## src/hdl/dbmr_pkg.sv

```systemverilog
`timescale 1ns / 1ps
// shared types, constants and codes of the disc blob mask rasterizer
package dbmr_pkg;

  localparam int MAX_COLS  = 256;
  localparam int MAX_ROWS  = 256;
  localparam int WORD_BITS = 32;
  localparam int DEPTH     = (MAX_COLS * MAX_ROWS + WORD_BITS - 1) / WORD_BITS;
  localparam int AW        = $clog2(DEPTH);
  localparam int BW        = $clog2(WORD_BITS);

  typedef enum logic [1:0] {
    OP_CLEAR = 2'd0,
    OP_BLOB  = 2'd1,
    OP_READ  = 2'd2,
    OP_NONE  = 2'd3
  } op_e;

  typedef enum logic [2:0] {
    REG_COLS     = 3'd0,
    REG_ROWS     = 3'd1,
    REG_ORIGIN_X = 3'd2,
    REG_ORIGIN_Y = 3'd3,
    REG_PIXEL_W  = 3'd4,
    REG_PIXEL_H  = 3'd5,
    REG_MARGIN   = 3'd6
  } reg_e;

  typedef enum logic [2:0] {
    F_IDLE, F_DSET, F_DIV, F_RNG, F_M1, F_M2, F_PUSH
  } front_state_e;

  typedef enum logic [2:0] {
    B_CLR, B_IDLE, B_RD, B_RD2, B_ROW, B_SQ, B_WR, B_DONE
  } back_state_e;

  // one classified command as it travels from front to back
  typedef struct packed {
    op_e                op;
    logic [10:0]        word_index;
    logic [8:0]         c0;
    logic [8:0]         c1;
    logic [8:0]         r0;
    logic [8:0]         r1;
    logic signed [35:0] dx0;
    logic signed [35:0] dy0;
    logic [24:0]        t;
    logic [49:0]        t2;
    logic [17:0]        base0;
  } cmd_t;

endpackage

```

## src/hdl/dbmr_fifo.sv

```systemverilog
`timescale 1ns / 1ps
// two-entry command queue between front and back
module dbmr_fifo (
  input  logic          clk_i,
  input  logic          rst_ni,
  input  logic          push_i,
  input  dbmr_pkg::cmd_t wdata_i,
  output logic          full_o,
  input  logic          pop_i,
  output dbmr_pkg::cmd_t rdata_o,
  output logic          empty_o
);
  import dbmr_pkg::*;

  cmd_t       mem_q [2];
  logic       wp_q, rp_q;
  logic [1:0] cnt_q;

  assign full_o  = (cnt_q == 2'd2);
  assign empty_o = (cnt_q == 2'd0);
  assign rdata_o = mem_q[rp_q];

  always_ff @(posedge clk_i or negedge rst_ni) begin
    if (!rst_ni) begin
      wp_q  <= 1'b0;
      rp_q  <= 1'b0;
      cnt_q <= 2'd0;
    end else begin
      if (push_i) wp_q <= ~wp_q;
      if (pop_i) rp_q <= ~rp_q;
      if (push_i && !pop_i) cnt_q <= cnt_q + 2'd1;
      else if (pop_i && !push_i) cnt_q <= cnt_q - 2'd1;
    end
  end

  always_ff @(posedge clk_i) begin
    if (push_i) mem_q[wp_q] <= wdata_i;
  end

endmodule

```

## config.mk

```make
export PLATFORM = sky130hd
export DESIGN_NAME = dbmr_fifo
export DESIGN_NICKNAME = d
export VERILOG_FILES = /design/src/hdl/dbmr_pkg.sv /design/src/hdl/dbmr_fifo.sv
export SDC_FILE = /design/constraint.sdc
export NUM_CORES = 1
export LEC_CHECK = 0
export BUFFER_PORTS_ARGS = -buffer_cell sky130_fd_sc_hd__buf_2
export CORE_MARGIN = 4
export CORE_UTILIZATION = 30
export CTS_BUF_LIST = sky130_fd_sc_hd__clkbuf_8 sky130_fd_sc_hd__clkbuf_16
export DETAILED_ROUTE_END_ITERATION = 6
export PLACE_DENSITY = 0.51
export SLEW_MARGIN = 40
export SYNTH_ARGS = -nofsm -noshare
export SYNTH_HDL_FRONTEND = slang
export SYNTH_SLANG_ARGS = --single-unit
export TNS_END_PERCENT = 30
```

## constraint.sdc

```tcl
create_clock -name clk_i -period 10 [get_ports clk_i]
set_clock_uncertainty 0.05 [all_clocks]
set_input_delay 0.5 -clock clk_i [delete_from_list [all_inputs] [get_ports clk_i]]
set_output_delay 0.5 -clock clk_i [all_outputs]
set_load 0.01 [all_outputs]
```

==> impl_metrics.yaml <==
cells_and_area:
  n_fill_cell: 4969
  drive_gt1_frac: 0.612
  fin_nets: 1373
  fin_util: 0.388
  syn2layout_area_growth_pct: 28.4
  final_area_um2: 20900
sta:
  slew_violations: 0
  fin_crit_ns: 3.54
  fmax_ghz: 0.282
  tightest_slew_ns: 0.770
  layout_setup_ws_ns: 6.46
  fin_crit_sh: 0.354
  rsz0062_at_grt: "false"
  maxSlewHeadroom: 0.487
  hold_viol: 0
  fin_setup_tns_ns: 0
  final-setup-viol-count: 0
placed_design:
  place_ws_ns: 7.00
  port_buffers: 433
  place_hpwl_um: 24300
  finalWeightedCongestion: 0.694
  placed_area_um2: 19200
floorplan:
  core_area_um2: 53700
  die-height_um: 241
  rows: 85
  chipWidth_um: 241
  start_util: 0.302
  ioPinCount: 434
  die_area_um2: 57900
critical_path:
  slowest_delay_ns: 0.71
  cp_num_buf_inv: 4
  required_ns: 9.45
  reg2reg_to: "mem_q[1][187]"
  worstPathArrival_ns: 2.99
  worstSetupPathDepth: 5
  reg2reg_slack_ns: 7.31
  cp_cell_sequence: "buf_12 -> buf_12 -> buf_16 -> mux2_4 -> buf_2"
  crit_fanout: 60
  r2r-start: "wp_q"
  worstSetupPathType: "reg2out"
  start_kind: "register"
  endpoint: "rdata_o[97]"
  crit_family: "buffers and inverters"
  crit_path_end_kind: "output pin"
  worstRegToRegCells: 3
  cp_common_cell: "buf_12"
  worstSetupStartpoint: "rp_q"
  cp_slowest_cell: "dfrtp_4"
logic_synthesis:
  syn_nets: 901
  yosys.cell_types.count: 13
  ys_ff_latch: 432
  yosysSeqAreaShare: 0.797
  syn_inst: 682
  ys_warn_count: 0
  syn_area_um2: 16200
  syn_avg_cell_area_um2: 23.8
clock_network:
  htree_num_levels: 2
  post_cts_buffers: 0
  cts_resized: 0
  cts_tree: "built"
  ctsLongestPathBuffers: 3
  cts.clk_slew.worst_paths_ns: 0.06
  clock_latency_ns: 0.57
  clock_sinks: 432
  cts_buffers: 48
  hold_buffers: 1
  clock-root-buffer: "clkbuf_16"
grt:
  grt_use_total: 0.115
  antenna_found_initial: 7
  grt_pass1_vias: 8312
  overflow: 0
  grt_pass1_wl_um: 50400
  grt_max_degree: 74
routing:
  wl_met3_um: 3160
  wl_um: 35600
  routed.top_layer: "met5"
  drc: 0
  wire_per_inst_um: 18.8
  vias: 8038
  wl_met2_um: 18000
  vias_per_cell: 4.24
  ant_nets: 0
  wl_met1_um: 13400
  dr.pass1.iters: 4
  initialDrtViolationCount: 319
power:
  finalPower_mw: 6.05
  powerDensity_nw_per_um2: 290
  p_leak_nw: 8.20
  ir_worst_vdd_uv: 190
run:
  max_cap_violations: 0
status:
  status: "finished, final reports clean"
hold_path:
  hold_path.class: "in2reg"
[registers in the layout, indices dropped and copies added (netlist names)]
signal and cells:
mem_q 428, wp_q 1, rp_q 1, cnt_q 2
[Yosys cell counts]
cell / instances / share of area
nor2b_1: 2 / 0.00077
mux2_4: 150 / 0.14
dfrtp_1: 4 / 0.0062
xor2_1: 4 / 0.0022
inv_1: 1 / 0.00023
and2_1: 1 / 0.00039
xnor2_1: 1 / 0.00054
buf_2: 6 / 0.0018
ha_1: 1 / 0.00077
buf_6: 18 / 0.012
nor2_1: 2 / 0.00046
edfxtp_1: 428 / 0.79
mux2_2: 64 / 0.044
[worst reg2reg max path, cell delays in order (launching register included)]
cell and delay [ns]:
dfrtp_1 0.42, and2_4 0.46, buf_4 0.62, buf_6 0.68
[per-stage QoR]
| step | hold slack (ns) | std cells |
|---|---|---|
| 2_1_floorplan | 0.154 | 682 |
| 3_3_place_gp | 0.278 | 1795 |
| 3_5_place_dp | 0.280 | 1799 |
| 4_1_cts | 0.00327 | 1889 |
| 5_1_grt | 0.0181 | 1891 |
| 6_report | 0.0601 | 1894 |
[worst min-delay path by stage]
stage	from	end	slack, ns	cells past startpoint
after floorplan	rst_ni	cnt_q[0]	0.15	0
after global placement	rst_ni	wp_q	0.28	1
after detailed placement	rst_ni	wp_q	0.28	1
after CTS	wdata_i[197]	mem_q[0][197]	0.003	1
after global routing	wdata_i[202]	mem_q[0][202]	0.02	1
final	wdata_i[197]	mem_q[0][197]	0.06	1
[metal layers]
metal / track usage / up-vias
met1: 0.131 / 4024
li1: - / 3688
met2: 0.197 / 253
met3: 0.0455 / 67
met5: 0 / -
met4: 0.0399 / 6
[cells by family (layout without fill, tap and decap cells)]
group,Yosys count,count (layout),share of synthesized area
other cells,0,5,0
buf+inv,25,536,0.0146
flops,432,432,0.797
simple gates,5,5,0.00162
fa+ha+maj,1,1,0.000770
mux,214,214,0.183
xor+xnor,5,5,0.00270
[power breakdown]
group          internal (mW)  switching (mW)  leakage [nW]  total [mW]
sequential              2.40          0.0981          4.06        2.50
clock                   1.05           0.684         0.807        1.74
combinational          0.878           0.937          3.33        1.82
total                   4.33            1.72          8.20        6.05
[layout by cell type, fill, tap and decap left out, drive strengths merged]
cell type    instances
inv                 13
dfrtp                4
xor2                 4
xnor2                1
mux2               214
bufinv               5
diode                5
clkinvlp             2
buf                445
nor2                 2
dlygate4sd3          1
clkinv              16
ha                   1
nor2b                2
edfxtp             428
and2                 1
clkbuf              54
[layout make-up]
type,instances,area [µm²],area share
diodes,5,12.5,0.000600
clock buffers,54,1290,0.0621
clock inverters,35,294,0.0141
inverters,1,3.75,0.000180
multi-input cells,225,3070,0.147
flip-flops and latches,432,13000,0.621
well taps,696,871,0.0418
repair buffers,446,2360,0.113
No activity file was read; power rests on OpenSTA's default activity.
