### src/hdl/dbmr_pkg.sv
`timescale 1ns / 1ps
// shared types, constants and codes of the disc blob mask rasterizer
package dbmr_pkg;

  localparam int MAX_COLS  = 256;
  localparam int MAX_ROWS  = 256;
  localparam int WORD_BITS = 32;
  localparam int DEPTH     = (MAX_COLS * MAX_ROWS + WORD_BITS - 1) / WORD_BITS;
  localparam int AW        = $clog2(DEPTH);
  localparam int BW        = $clog2(WORD_BITS);

  typedef enum logic [1:0] {
    OP_CLEAR = 2'd0,
    OP_BLOB  = 2'd1,
    OP_READ  = 2'd2,
    OP_NONE  = 2'd3
  } op_e;

  typedef enum logic [2:0] {
    REG_COLS     = 3'd0,
    REG_ROWS     = 3'd1,
    REG_ORIGIN_X = 3'd2,
    REG_ORIGIN_Y = 3'd3,
    REG_PIXEL_W  = 3'd4,
    REG_PIXEL_H  = 3'd5,
    REG_MARGIN   = 3'd6
  } reg_e;

  typedef enum logic [2:0] {
    F_IDLE, F_DSET, F_DIV, F_RNG, F_M1, F_M2, F_PUSH
  } front_state_e;

  typedef enum logic [2:0] {
    B_CLR, B_IDLE, B_RD, B_RD2, B_ROW, B_SQ, B_WR, B_DONE
  } back_state_e;

  // one classified command as it travels from front to back
  typedef struct packed {
    op_e                op;
    logic [10:0]        word_index;
    logic [8:0]         c0;
    logic [8:0]         c1;
    logic [8:0]         r0;
    logic [8:0]         r1;
    logic signed [35:0] dx0;
    logic signed [35:0] dy0;
    logic [24:0]        t;
    logic [49:0]        t2;
    logic [17:0]        base0;
  } cmd_t;

endpackage

### src/hdl/dbmr_front.sv
`timescale 1ns / 1ps
// front end: accepts items, finds blob centre, box and threshold
module dbmr_front (
  input  logic               clk_i,
  input  logic               rst_ni,
  input  logic               in_valid_i,
  input  logic               hold_i,
  output logic               in_stall_o,
  input  logic [1:0]         op_i,
  input  logic signed [31:0] blob_x_i,
  input  logic signed [31:0] blob_y_i,
  input  logic [23:0]        blob_r_i,
  input  logic [10:0]        word_index_i,
  input  logic [8:0]         cols_i,
  input  logic [8:0]         rows_i,
  input  logic signed [31:0] origin_x_i,
  input  logic signed [31:0] origin_y_i,
  input  logic [15:0]        pixel_w_i,
  input  logic [15:0]        pixel_h_i,
  input  logic [9:0]         margin_i,
  output logic               push_o,
  output dbmr_pkg::cmd_t     cmd_o,
  input  logic               full_i
);
  import dbmr_pkg::*;

  // one end of an axis range, clamped to [0, lim]
  function automatic logic [8:0] axis_end(logic signed [34:0] c, logic [24:0] h,
                                          logic [9:0] mg, logic [8:0] lim,
                                          logic upper);
    logic signed [43:0] half, e, ce, me;
    logic [43:0]        sh;
    half = $signed({19'd0, h}) + 44'sd1;
    ce   = $signed({{9{c[34]}}, c});
    me   = $signed({34'd0, mg});
    if (upper) e = ((ce + half) <<< 4) + me;
    else e = ((ce - half) <<< 4) - me;
    sh = 44'(e >>> 4);
    if (e <= 44'sd0) axis_end = 9'd0;
    else if (sh > {35'd0, lim}) axis_end = lim;
    else axis_end = sh[8:0];
  endfunction

  front_state_e       state_q, state_d;
  logic [1:0]         sel_q;
  logic [5:0]         cnt_q;
  op_e                op_q;
  logic signed [31:0] bx_q, by_q;
  logic [23:0]        r_q;
  logic [10:0]        widx_q;
  logic [33:0]        quo_q;
  logic [17:0]        rem_q, den_q;
  logic               neg_q;
  logic signed [34:0] ci_q, cj_q;
  logic [24:0]        hw_q, hh_q;
  logic [8:0]         c0_q, c1_q, r0_q, r1_q;
  logic [26:0]        tm_q;
  logic [24:0]        t_q, c0pw_q, r0ph_q;
  logic [17:0]        base_q;
  logic [49:0]        t2_q;
  logic signed [35:0] dx0_q, dy0_q;

  logic signed [32:0] sd;
  logic [32:0]        mag;
  logic [33:0]        n_set;
  logic [17:0]        d_set;
  logic [18:0]        rem_ext, rem_nx;
  logic               ge;
  logic [33:0]        quo_nx;
  logic signed [34:0] qs;
  logic               accept;

  assign in_stall_o = (state_q != F_IDLE) || hold_i;
  assign accept     = in_valid_i && !in_stall_o;
  assign push_o     = (state_q == F_PUSH) && !full_i;

  // divider operands: rounded centre on x and y, then box half size on x and y
  always_comb begin
    sd = '0;
    n_set = '0;
    d_set = '0;
    case (sel_q)
      2'd0: begin
        sd    = {bx_q[31], bx_q} - {origin_x_i[31], origin_x_i};
        d_set = {1'b0, pixel_w_i, 1'b0};
      end
      2'd1: begin
        sd    = {origin_y_i[31], origin_y_i} - {by_q[31], by_q};
        d_set = {1'b0, pixel_h_i, 1'b0};
      end
      2'd2: begin
        n_set = {10'd0, r_q} + {18'd0, pixel_w_i} - 34'd1;
        d_set = {2'd0, pixel_w_i};
      end
      default: begin
        n_set = {10'd0, r_q} + {18'd0, pixel_h_i} - 34'd1;
        d_set = {2'd0, pixel_h_i};
      end
    endcase
    mag = sd[32] ? 33'(-sd) : 33'(sd);
    // 2*|n| + pixel over 2*pixel rounds half away from zero
    if (!sel_q[1]) n_set = {mag, 1'b0} + {17'd0, d_set[17:1]};
  end

  assign rem_ext = {rem_q, quo_q[33]};
  assign ge      = rem_ext >= {1'b0, den_q};
  assign rem_nx  = ge ? rem_ext - {1'b0, den_q} : rem_ext;
  assign quo_nx  = {quo_q[32:0], ge};
  assign qs      = $signed({1'b0, quo_nx});

  always_comb begin
    state_d = state_q;
    case (state_q)
      F_IDLE: if (accept) state_d = (op_e'(op_i) == OP_BLOB) ? F_DSET : F_PUSH;
      F_DSET: state_d = F_DIV;
      F_DIV:  if (cnt_q == 6'd33) state_d = (sel_q == 2'd3) ? F_RNG : F_DSET;
      F_RNG:  state_d = F_M1;
      F_M1:   state_d = F_M2;
      F_M2:   state_d = F_PUSH;
      F_PUSH: if (!full_i) state_d = F_IDLE;
      default: state_d = F_IDLE;
    endcase
  end

  always_ff @(posedge clk_i or negedge rst_ni) begin
    if (!rst_ni) begin
      state_q <= F_IDLE;
      sel_q   <= 2'd0;
      cnt_q   <= 6'd0;
    end else begin
      state_q <= state_d;
      if (accept) sel_q <= 2'd0;
      else if (state_q == F_DIV && cnt_q == 6'd33) sel_q <= sel_q + 2'd1;
      if (state_q == F_DSET) cnt_q <= 6'd0;
      else if (state_q == F_DIV) cnt_q <= cnt_q + 6'd1;
    end
  end

  always_ff @(posedge clk_i) begin
    if (accept) begin
      op_q   <= op_e'(op_i);
      bx_q   <= blob_x_i;
      by_q   <= blob_y_i;
      r_q    <= blob_r_i;
      widx_q <= word_index_i;
    end
    case (state_q)
      F_DSET: begin
        quo_q <= n_set;
        den_q <= d_set;
        rem_q <= '0;
        neg_q <= sd[32] && !sel_q[1];
      end
      F_DIV: begin
        quo_q <= quo_nx;
        rem_q <= rem_nx[17:0];
        if (cnt_q == 6'd33) begin
          case (sel_q)
            2'd0:    ci_q <= neg_q ? -qs : qs;
            2'd1:    cj_q <= neg_q ? -qs : qs;
            2'd2:    hw_q <= quo_nx[24:0];
            default: hh_q <= quo_nx[24:0];
          endcase
        end
      end
      F_RNG: begin
        c0_q <= axis_end(ci_q, hw_q, margin_i, cols_i, 1'b0);
        c1_q <= axis_end(ci_q, hw_q, margin_i, cols_i, 1'b1);
        r0_q <= axis_end(cj_q, hh_q, margin_i, rows_i, 1'b0);
        r1_q <= axis_end(cj_q, hh_q, margin_i, rows_i, 1'b1);
        tm_q <= 27'(margin_i) * ({11'd0, pixel_w_i} + {11'd0, pixel_h_i});
      end
      F_M1: begin
        t_q    <= {1'b0, r_q} + {3'd0, tm_q[26:5]};
        c0pw_q <= 25'(c0_q) * 25'(pixel_w_i);
        r0ph_q <= 25'(r0_q) * 25'(pixel_h_i);
        base_q <= 18'(r0_q) * 18'(cols_i);
      end
      F_M2: begin
        t2_q  <= 50'(t_q) * 50'(t_q);
        dx0_q <= $signed({{4{origin_x_i[31]}}, origin_x_i}) + $signed({11'd0, c0pw_q})
                 - $signed({{4{bx_q[31]}}, bx_q});
        dy0_q <= $signed({{4{origin_y_i[31]}}, origin_y_i}) - $signed({11'd0, r0ph_q})
                 - $signed({{4{by_q[31]}}, by_q});
      end
      default: ;
    endcase
  end

  always_comb begin
    cmd_o.op         = op_q;
    cmd_o.word_index = widx_q;
    cmd_o.c0         = c0_q;
    cmd_o.c1         = c1_q;
    cmd_o.r0         = r0_q;
    cmd_o.r1         = r1_q;
    cmd_o.dx0        = dx0_q;
    cmd_o.dy0        = dy0_q;
    cmd_o.t          = t_q;
    cmd_o.t2         = t2_q;
    cmd_o.base0      = base_q;
  end

endmodule

### config.mk
export PLATFORM = sky130hd
export DESIGN_NAME = dbmr_front
export DESIGN_NICKNAME = d
export VERILOG_FILES = /design/src/hdl/dbmr_pkg.sv /design/src/hdl/dbmr_front.sv
export SDC_FILE = /design/constraint.sdc
export NUM_CORES = 2
export LEC_CHECK = 0
export ABC_AREA = 1
export BUFFER_PORTS_ARGS = -buffer_cell sky130_fd_sc_hd__buf_2
export CORE_MARGIN = 2
export CORE_UTILIZATION = 34
export DETAILED_ROUTE_END_ITERATION = 8
export PLACE_DENSITY_LB_ADDON = 0.08
export SLEW_MARGIN = 20
export SYNTH_ARGS = -nofsm -noshare
export SYNTH_HDL_FRONTEND = slang
export SYNTH_SLANG_ARGS = --single-unit
### constraint.sdc
create_clock -name clk_i -period 8.9 [get_ports clk_i]
set_input_delay 0.89 -clock clk_i [delete_from_list [all_inputs] [get_ports clk_i]]
set_output_delay 0.89 -clock clk_i [all_outputs]
set_load 0.005 [all_outputs]
==> results.cfg <==
[outcome]
outcome = completed

[yosys]
synth.yosys.warnings = 0
synthDominantCellAreaShare = 0.2050
syn_inst = 11700
synth.distinct_cells = 76
synth_sequential_area_ratio = 0.1944
synthArstFlopShare = 0.01930
number_of_synthesized_flops_with_an_enable_pin = 559
synth_nets = 13680
synthDominantAreaCellType = sky130_fd_sc_hd__fa_1
ys_seq_elements = 570
synth_top_flop_cell = sky130_fd_sc_hd__edfxtp_1
syn_avg_cell_area_sq_um = 7.500
syn_area_sq_um = 87780
netlist_top_cells_area = sky130_fd_sc_hd__fa_1 (21%), sky130_fd_sc_hd__edfxtp_1 (19%), sky130_fd_sc_hd__ha_1 (12%)

[setup_path]
timing.setup.critical_path_class = reg2reg
cp.arrival_ns = 8.29
end_kind = flop
worstPathRequired_ns = 9.43
path_max_fanout = 15
crit_path_start_kind = flop

[floorplan]
fp-row-count = 186
initial_core_util = 0.3420
io_pins = 446
core_region_area_sq_um = 256700
dieArea_sq_um = 262300
die_height_um = 512.1
die_width_um = 512.1

[layout]
drive_gt1_frac = 0.07378
post_layout_utilization_of_the_core = 0.3769
final_net_count = 14040
stdcell_count = 15530
areaGrowthSynthToFinish_pct = 10.22
nFillCells = 27150

[cts]
cts_tree = built
clock_sink_count = 570
cts_max_path_buffers = 3
number_of_levels_in_the_clock_h_tree = 3
post_cts.resized_instances = 0
cts_setup_buffers = 0
source_to_sink_clock_delay_at_the_later_pin_of_the_worst_skew_pair_ns = 0.78
clock-root-buffer = sky130_fd_sc_hd__clkbuf_16
hold_buffers = 0
clock_buffers_created_by_tritoncts = 81
clk_transition_reported_paths_ns = 0.08

[placed_design]
number_of_placed_instances_with_taps_included = 15370
port-buffer-count = 444
finalWeightedCongestion = 0.9524
detailedPlacementHpwl_um = 278400

[route]
drc = 0
drt_pre_antenna_iters = 8
routed_via_density = 4.944
wirelength_um = 328800
drt_iter0_drc = 5145
detail_route.wl_per_cell_um = 21.18
drtAntennaViolNets = 0
route.vias.total = 76760

[global_route]
first_pass_grt_wire_length_um = 491400
grt.total_usage = 0.2479
grt_max_degree = 101
via_count_of_the_first_global_routing_pass = 78250
grt.overflow.total = 0
antenna_violations_before_repair = 53

[sta]
final_setup_fails = 0
fmax_mhz = 128.8
fin_setup_tns_ns = 0
slew_viol_final = 0
final.min_clock_period_ns = 7.764
finalCritPeriodShare = 0.8723
clock_skew_ns = 0.1030
grt_setup_unrepaired = no
finalHoldViolCount = 0
max_slew.worst_pin.slew_ns = 1.150
hold-worst-slack_ns = 0.06317
max_slew_margin = 0.2306

[flow_run]
cap_violations = 0

[hold_path]
min_delay_path_class = in2async
-- flip-flops by register name, summed over array words and instances, names as in the netlist, 6 cells and up --
name,flops
bx_q,32
dx0_q,34
r1_q,9
ci_q,35
base_q,18
c0_q,9
cnt_q,6
hh_q,25
rem_q,18
r0_q,9
dy0_q,34
quo_q,34
c1_q,9
by_q,32
r_q,24
r0ph_q,25
t2_q,49
t_q,25
widx_q,11
c0pw_q,25
den_q,17
cj_q,35
tm_q,22
hw_q,25
-- critical path: stages (launching register included) --
cell and delay, ns:
sky130_fd_sc_hd__edfxtp_1 0.99, sky130_fd_sc_hd__buf_4 0.36, sky130_fd_sc_hd__nand2_1 0.13, sky130_fd_sc_hd__fa_1 0.59, sky130_fd_sc_hd__inv_1 0.05, sky130_fd_sc_hd__fa_1 0.52
sky130_fd_sc_hd__fa_1 0.44, sky130_fd_sc_hd__fa_1 0.54, sky130_fd_sc_hd__inv_1 0.05, sky130_fd_sc_hd__fa_1 0.53, sky130_fd_sc_hd__inv_1 0.05, sky130_fd_sc_hd__fa_1 0.50
sky130_fd_sc_hd__fa_1 0.49, sky130_fd_sc_hd__ha_1 0.40, sky130_fd_sc_hd__a21oi_1 0.23, sky130_fd_sc_hd__o21ai_0 0.13, sky130_fd_sc_hd__a221oi_1 0.23, sky130_fd_sc_hd__nand2_1 0.21
sky130_fd_sc_hd__a31oi_1 0.41, sky130_fd_sc_hd__o21ai_0 0.31, sky130_fd_sc_hd__nand3_1 0.14, sky130_fd_sc_hd__o211ai_1 0.11, sky130_fd_sc_hd__xor2_1 0.16
-- cells in the mapped netlist, drive strengths merged (103+ instances only) --
cell type  count
a21oi        625
clkbuf       216
edfxtp       559
fa           899
ha           851
inv         2730
nand2       2788
nand3        554
nand4        140
nor2         955
nor3         103
o21ai        382
xnor2        132
xor2         335
-- final cells by class --
cell class	instances	area, sq um	area share
Antenna cell	12	30.03	0.0003104
Timing Repair Buffer	542	2995	0.03096
Multi-Input combinational cell	8127	59360	0.6136
Sequential cell	570	17060	0.1763
Clock inverter	58	691.9	0.007152
Tap cell	3384	4234	0.04376
Inverter	2742	10310	0.1066
Clock buffer	91	2064	0.02134
-- per-stage QoR --
step	instance area [sq um]	worst slack [ns]
floorplan	87780	1.376
global placement	93940	0.4883
detailed placement	93960	0.4543
CTS	96720	1.166
global route	96740	0.6651
finish	96750	1.136
-- logic make-up after synthesis --
group	count (synthesis)	synth area share
adders and majority gates	1750	0.3263
DFF	570	0.1944
and+or+nand+nor	4647	0.2211
AOI/OAI and AO/OA	1261	0.07988
muxes	1	0.0001283
other	1	0.00004272
xor gates and xnor gates	467	0.04809
buffers and inverters	3007	0.1301
-- per-layer routing --
metal | wire (um) | share of wire | vias up | global-route usage
li1 | - | - | 37010 | -
met1 | 148500 | 0.45 | 37470 | 0.3328
met2 | 155000 | 0.47 | 1846 | 0.4181
met3 | 15790 | 0.048 | 387 | 0.03147
met4 | 9224 | 0.028 | 46 | 0.06707
met5 | 271 | 0.00082 | - | 0
-- worst paths after layout --
path                               from  depth (start not counted)  endpoint  slack [ns]
max in group asynchronous        rst_ni                          1  sel_q[0]        8.52
max                              t_q[8]                         22  t2_q[47]        1.14
min in group clk_i         blob_x_i[15]                          1  bx_q[15]        0.28
max reg2reg                      t_q[8]                         22  t2_q[47]        1.14
min reg2reg                    cnt_q[0]                          1  cnt_q[0]        0.57
min                              rst_ni                          1  cnt_q[0]        0.06
-- cell usage in the layout, fill, tap and decap left out, types with 13 or more instances in the layout --
| cell | n |
|---|---|
| sky130_fd_sc_hd__nand2_1 | 2758 |
| sky130_fd_sc_hd__inv_1 | 2681 |
| sky130_fd_sc_hd__fa_1 | 899 |
| sky130_fd_sc_hd__nor2_1 | 896 |
| sky130_fd_sc_hd__ha_1 | 849 |
| sky130_fd_sc_hd__a21oi_1 | 612 |
| sky130_fd_sc_hd__edfxtp_1 | 559 |
| sky130_fd_sc_hd__nand3_1 | 538 |
| sky130_fd_sc_hd__buf_2 | 444 |
| sky130_fd_sc_hd__o21ai_0 | 342 |
| sky130_fd_sc_hd__xor2_1 | 322 |
| sky130_fd_sc_hd__nand4_1 | 139 |
| sky130_fd_sc_hd__xnor2_1 | 132 |
| sky130_fd_sc_hd__nor3_1 | 96 |
| sky130_fd_sc_hd__buf_4 | 95 |
| sky130_fd_sc_hd__clkbuf_16 | 81 |
| sky130_fd_sc_hd__a31oi_1 | 47 |
| sky130_fd_sc_hd__inv_2 | 46 |
| sky130_fd_sc_hd__o21bai_1 | 40 |
| sky130_fd_sc_hd__o21ai_1 | 34 |
| sky130_fd_sc_hd__nor2_2 | 34 |
| sky130_fd_sc_hd__nand3b_1 | 29 |
| sky130_fd_sc_hd__nand2_2 | 28 |
| sky130_fd_sc_hd__or2_2 | 27 |
| sky130_fd_sc_hd__nor4_1 | 26 |
| sky130_fd_sc_hd__clkinv_1 | 26 |
| sky130_fd_sc_hd__nor2_4 | 25 |
| sky130_fd_sc_hd__a21o_1 | 21 |
| sky130_fd_sc_hd__a221oi_1 | 19 |
| sky130_fd_sc_hd__o31ai_1 | 18 |
| sky130_fd_sc_hd__o22ai_1 | 17 |
| sky130_fd_sc_hd__o21a_1 | 15 |
| sky130_fd_sc_hd__and2_1 | 14 |
| sky130_fd_sc_hd__a21boi_0 | 14 |
| sky130_fd_sc_hd__a211oi_1 | 13 |
Power is left out: the tool's default activity adds up to more than one toggle a clock period on the data nets, which glitch-free logic cannot reach.
